==> src/rtl/core/tesq_pkg.sv <==
// Package with the command codes, entry and result types of the timed event queue.
package tesq_pkg;

   localparam logic [1:0] CMD_INSERT = 2'd0;
   localparam logic [1:0] CMD_DELETE = 2'd1;
   localparam logic [1:0] CMD_POP    = 2'd2;

   typedef struct packed {
      logic [31:0] ev_time;
      logic [7:0]  action;
      logic [7:0]  id;
   } entry_type;

   typedef struct packed {
      logic        ok;
      logic [7:0]  out_id;
      logic [31:0] out_time;
      logic [7:0]  out_action;
      logic [7:0]  entry_count;
   } result_type;

endpackage

==> src/rtl/core/tesq_seq.sv <==
// Sequencer of the timed event queue: walks the entry memory to insert, delete and pop.
module tesq_seq
   import tesq_pkg::*;
#(
   parameter int CAPACITY = 255,
   parameter int IW       = 8,
   parameter int CW       = 8
) (
   input  logic           clock,
   input  logic           reset,
   input  logic           req_valid,
   output logic           req_ready,
   input  logic [1:0]     req_command,
   input  logic [31:0]    req_event_time,
   input  logic [7:0]     req_event_action,
   input  logic [7:0]     req_target_id,
   input  logic           out_free,
   output logic           res_valid,
   output result_type     res_data,
   output logic           mem_we,
   output logic [IW-1:0]  mem_waddr,
   output entry_type      mem_wdata,
   output logic [IW-1:0]  mem_raddr,
   input  entry_type      mem_rdata
);

   typedef enum logic [2:0] {
      S_IDLE,
      S_INS_WALK,
      S_INS_PLACE,
      S_DEL_WALK,
      S_DONE
   } state_type;

   state_type    state_ff, state_in;
   logic [CW-1:0] count_ff, count_in;
   logic [7:0]   idctr_ff, idctr_in;
   logic [1:0]   cmd_ff, cmd_in;
   logic [31:0]  time_ff, time_in;
   logic [7:0]   act_ff, act_in;
   logic [7:0]   tid_ff, tid_in;
   logic [IW-1:0] pidx_ff, pidx_in;
   logic         found_ff, found_in;
   result_type   res_ff, res_in;

   entry_type    new_entry;
   logic [CW-1:0] count_dec;
   logic [CW-1:0] count_inc;
   logic         pidx_last;
   logic         match_now;
   logic         found_next;

   assign new_entry  = '{ev_time: time_ff, action: act_ff, id: idctr_ff};
   assign count_dec  = count_ff - 1'b1;
   assign count_inc  = count_ff + 1'b1;
   assign pidx_last  = (CW'(pidx_ff) == count_dec);
   assign match_now  = !found_ff && ((cmd_ff == CMD_POP) || (mem_rdata.id == tid_ff));
   assign found_next = found_ff || match_now;

   assign req_ready = (state_ff == S_IDLE);
   assign res_valid = (state_ff == S_DONE);
   assign res_data  = res_ff;

   always_comb begin
      state_in  = state_ff;
      count_in  = count_ff;
      idctr_in  = idctr_ff;
      cmd_in    = cmd_ff;
      time_in   = time_ff;
      act_in    = act_ff;
      tid_in    = tid_ff;
      pidx_in   = pidx_ff;
      found_in  = found_ff;
      res_in    = res_ff;
      mem_we    = 1'b0;
      mem_waddr = '0;
      mem_wdata = mem_rdata;
      mem_raddr = '0;

      unique case (state_ff)
         S_IDLE: begin
            // The first read is issued on the accepting edge.
            mem_raddr = (req_command == CMD_INSERT) ? IW'(count_dec) : '0;
            if (req_valid) begin
               cmd_in   = req_command;
               time_in  = req_event_time;
               act_in   = req_event_action;
               tid_in   = req_target_id;
               found_in = 1'b0;
               pidx_in  = (req_command == CMD_INSERT) ? IW'(count_dec) : '0;
               res_in   = '0;
               res_in.entry_count = 8'(count_ff);
               state_in = S_DONE;
               unique case (req_command) inside
                  CMD_INSERT: begin
                     if (count_ff < CW'(CAPACITY)) begin
                        idctr_in = idctr_ff + 8'd1;
                        state_in = (count_ff == '0) ? S_INS_PLACE : S_INS_WALK;
                     end
                  end
                  CMD_DELETE, CMD_POP: begin
                     if (count_ff != '0) begin
                        state_in = S_DEL_WALK;
                     end
                  end
                  default: begin
                     state_in = S_DONE;
                  end
               endcase
            end
         end
         S_INS_WALK: begin
            mem_we    = 1'b1;
            mem_waddr = pidx_ff + 1'b1;
            if (mem_rdata.ev_time >= time_ff) begin
               // Entry moves up one slot; keep walking toward the head.
               mem_wdata = mem_rdata;
               if (pidx_ff == '0) begin
                  state_in = S_INS_PLACE;
               end else begin
                  mem_raddr = pidx_ff - 1'b1;
                  pidx_in   = pidx_ff - 1'b1;
               end
            end else begin
               mem_wdata          = new_entry;
               count_in           = count_inc;
               res_in.ok          = 1'b1;
               res_in.out_id      = idctr_ff;
               res_in.entry_count = 8'(count_inc);
               state_in           = S_DONE;
            end
         end
         S_INS_PLACE: begin
            mem_we             = 1'b1;
            mem_waddr          = '0;
            mem_wdata          = new_entry;
            count_in           = count_inc;
            res_in.ok          = 1'b1;
            res_in.out_id      = idctr_ff;
            res_in.entry_count = 8'(count_inc);
            state_in           = S_DONE;
         end
         S_DEL_WALK: begin
            if (match_now && (cmd_ff == CMD_POP)) begin
               res_in.out_id     = mem_rdata.id;
               res_in.out_time   = mem_rdata.ev_time;
               res_in.out_action = mem_rdata.action;
            end
            if (found_ff) begin
               // Entries behind the removed one move down one slot.
               mem_we    = 1'b1;
               mem_waddr = pidx_ff - 1'b1;
               mem_wdata = mem_rdata;
            end
            if (pidx_last) begin
               if (found_next) begin
                  count_in           = count_dec;
                  res_in.ok          = 1'b1;
                  res_in.entry_count = 8'(count_dec);
               end
               state_in = S_DONE;
            end else begin
               mem_raddr = pidx_ff + 1'b1;
               pidx_in   = pidx_ff + 1'b1;
               found_in  = found_next;
            end
         end
         S_DONE: begin
            if (out_free) begin
               state_in = S_IDLE;
            end
         end
         default: begin
            state_in = S_IDLE;
         end
      endcase
   end

   always_ff @(posedge clock) begin
      if (reset) begin
         state_ff <= S_IDLE;
         count_ff <= '0;
         idctr_ff <= '0;
      end else begin
         state_ff <= state_in;
         count_ff <= count_in;
         idctr_ff <= idctr_in;
      end
      cmd_ff   <= cmd_in;
      time_ff  <= time_in;
      act_ff   <= act_in;
      tid_ff   <= tid_in;
      pidx_ff  <= pidx_in;
      found_ff <= found_in;
      res_ff   <= res_in;
   end

endmodule

==> config.mk <==
export PLATFORM = sky130hd
export DESIGN_NAME = tesq_seq
export DESIGN_NICKNAME = d
export VERILOG_FILES = /design/src/rtl/core/tesq_pkg.sv /design/src/rtl/core/tesq_seq.sv
export SDC_FILE = /design/constraint.sdc
export NUM_CORES = 1
export LEC_CHECK = 0
export ABC_CLOCK_PERIOD_IN_PS = 5800
export BUFFER_PORTS_ARGS = -buffer_cell sky130_fd_sc_hd__buf_2
export CORE_ASPECT_RATIO = 0.75
export CORE_MARGIN = 3
export CORE_UTILIZATION = 36
export DETAILED_ROUTE_END_ITERATION = 7
export PLACE_DENSITY = 0.6
export SYNTH_ARGS = -nofsm -noshare
export SYNTH_HDL_FRONTEND = slang
export SYNTH_SLANG_ARGS = --single-unit
==> constraint.sdc <==
create_clock -name clock -period 5.8 [get_ports clock]
set_input_delay 0.58 -clock clock [delete_from_list [all_inputs] [get_ports clock]]
set_output_delay 0.58 -clock clock [all_outputs]
set_load 0.1 [all_outputs]
==> impl_metrics.toml <==
[min_path]
min_path_type = "in -> reg"
min_path_cells = 1

[cts]
cts_tree = "built"
path_clk_slew_ns = 0.07
h-tree-depth = 4
numCtsBuffers = 17
clock-sinks = 135
cts_root_buf = "clkbuf_16"
clock_tree.buffer_depth = 2
insertion_delay_ns = 0.42
ctsHoldBuffers = 0
cts_resized = 0
cts_setup_buffers = 0

[sta]
setup_viol_count_final = 0
timing.final.hold_violations = 0
holdWs_ns = 0.326
worst_pin_slew_ns = 1.06
finalMaxSlewViolations = 0
fin_setup_tns_ns = 0
fin_crit_ns = 4.88
timing.fmax_ghz = 0.205
skew_ns = 0.0136
finalCritPeriodShare_pct = 84.1
slew_headroom_pct = 29.2
rsz0062_at_grt = "no"

[power_and_ir_drop]
p_total_mw = 3.35
power.leakage_nw = 4.18
power_density_mw_per_mm2 = 340
ir_drop_mv = 0.214

[cells_and_area]
final_util_pct = 46.2
areaGrowthSynthToFinish_pct = 25.4
regArea_sq_mm = 0.00386
multi_input_area_sq_mm = 0.00362
finalNetCount = 1075
fillers = 2045
drive_gt1_share_pct = 35.4
postLayoutCellArea_sq_mm = 0.00985

[logic_synthesis]
ys_types = 62
synth_top_area_share_pct = 44.4
synthCells = 724
yosysMostFrequentCell = "edfxtp_1"
synth-compound-area-share_pct = 10.8
synth_edf_count = 116
netlist.top_cell.by_area = "edfxtp_1"
synthAdderAreaFrac_pct = 6.53
synth_common_cells = "edfxtp_1 (116), nor2_1 (60), mux2_2 (55), inv_1 (52), and2_1 (43)"
synth_flop_cell = "edfxtp_1"
yosys-top-cells-area = "edfxtp_1 (44%), mux2_2 (7.9%), ha_1 (6.5%)"
avgSynthCellArea_sq_um = 10.8
ys_seq_elements = 135
synth.area.mux_share_pct = 8.52
syn_area_sq_mm = 0.00785
synth_async_sr_flop_share_pct = 0
yosysWarnings = 0
synth_top_family_by_area = "simple AND/OR/NAND/NOR gates"
synthSimpleGateAreaFrac_pct = 14.5
synthXorXnorAreaFrac_pct = 5.35
synth_nets = 867
yosysSeqAreaShare_pct = 49.2

[setup_path]
worstPathArrival_ns = 4.30
cp_slowest_stage_delay_ns = 0.52
worst_setup_path_start_kind = "register"
worst-path-max-fanout = 21
cp.depth = 12
crit_buf_inv = 3
rr_worst_depth = 10
end_kind = "output port"
worstSetupPathType = "reg -> out"
crit_family = "compound AO/OA/AOI/OAI gates"
crit_slowest_cell = "nor2_4"
cp_data_required_time_ns = 5.22
path_cells = "inv_1, ha_1, a21oi_1, o21ai_0, o2bb2ai_1, o31ai_1, o211ai_1, o21a_1, nor2_4, buf_4, mux2_2, buf_2"

[placement]
gp_congestion = 0.857
dpl.hpwl_um = 16600
placed_cell_area_sq_mm = 0.00923
io_buffers = 225

[grt]
grt_pass1_wl_um = 34800
gr-total-overflow = 0
grt_max_degree = 51
grt.total_usage_pct = 19.0
grt_pass1_vias = 6060
antenna_found_initial = 2

[drt]
ant_nets = 0
drc = 0
viasPerCell = 5.12
first_pass_iters = 5
drt_iter0_drc = 600
wl_per_cell_um = 18.2
dr_total_vias = 6312
routed_wirelength_um = 22400

[floorplanning]
placementRows = 46
die_y_um = 134
chipWidth_um = 177
core-area_sq_mm = 0.0213
ios = 226
start_util_pct = 36.9
design.die.area_sq_mm = 0.0236

[run]
drv_cap = 0

[run_status]
status = "finished clean"
## cell families (layout without fill, tap and decap cells)
logic type / after synthesis / after routing
AO/OA/AOI/OAI: 126 / 126
XOR/XNOR: 48 / 48
adder cells (fa/ha/maj): 41 / 41
buffers and inverters: 97 / 318
flip-flops: 135 / 135
multiplexers: 60 / 60
other: 0 / 1
AND/OR/NAND/NOR: 217 / 217
## stage by stage
stage	setup WS, ns	std cells
3_3_place_gp	1.12	1201
3_5_place_dp	0.999	1201
4_1_cts	0.829	1233
5_1_grt	0.572	1234
2_1_floorplan	0.717	724
6_report	0.923	1234
## per-layer routing
metal,GRT usage [%],wire length (um),up-vias
met2,27.0,9490,286
li1,-,-,3051
met1,28.2,10600,2950
met3,4.98,2060,23
met4,5.71,316,2
met5,0,13,-
## final timing paths
check,start,endpoint,slack [ns]
worst max-delay path,time_ff[7],mem_wdata[29],0.92
worst min-delay path,req_event_time[9],time_ff[9],0.33
worst max register to register,count_ff[0],res_data[56],1.76
worst min register to register,idctr_ff[6],idctr_ff[6],0.56
## final cells by class
cell class / count / area share (%)
Clock buffer: 17 / 4.32
Inverter: 52 / 1.98
Multi-Input combinational cell: 492 / 36.7
Clock inverter: 15 / 1.91
Timing Repair Buffer: 234 / 12.1
Sequential cell: 135 / 39.2
Antenna cell: 1 / 0.0254
Tap cell: 288 / 3.66
## state kept, by name, indices dropped and copies added, names as in the netlist
signal,cells
act_ff,8
cmd_ff,2
count_ff,8
found_ff,1
idctr_ff,8
pidx_ff,8
res_data,57
state_ff,3
tid_ff,8
time_ff,32
## power breakdown
part	internal [mW]	leakage [nW]	switching, mW
clock network	0.655	0.298	0.476
registers	1.16	1.30	0.0644
logic	0.208	2.58	0.789
## cells in the final DEF, fill, tap and decap left out, types with 5 or more instances in the layout
cell | netlist | routed
nand3_1 | 11 | 11
o221ai_1 | 10 | 10
xor2_1 | 21 | 21
buf_4 | 2 | 9
nand2_1 | 38 | 38
o31ai_1 | 7 | 7
nor2_1 | 60 | 58
dfxtp_1 | 19 | 19
nor2b_1 | 5 | 5
inv_8 | 0 | 5
xnor2_1 | 27 | 27
buf_2 | 8 | 225
a22oi_1 | 10 | 10
a21oi_1 | 35 | 35
or4_1 | 6 | 6
o22ai_1 | 10 | 10
nand4_1 | 15 | 15
clkbuf_16 | 0 | 17
inv_1 | 52 | 51
nor3_1 | 9 | 9
mux2_2 | 55 | 55
mux2i_1 | 5 | 5
ha_1 | 41 | 41
o21ai_0 | 19 | 18
edfxtp_1 | 116 | 116
and2_1 | 43 | 43
and3_1 | 5 | 5
No activity file was read; power rests on OpenSTA's default activity.
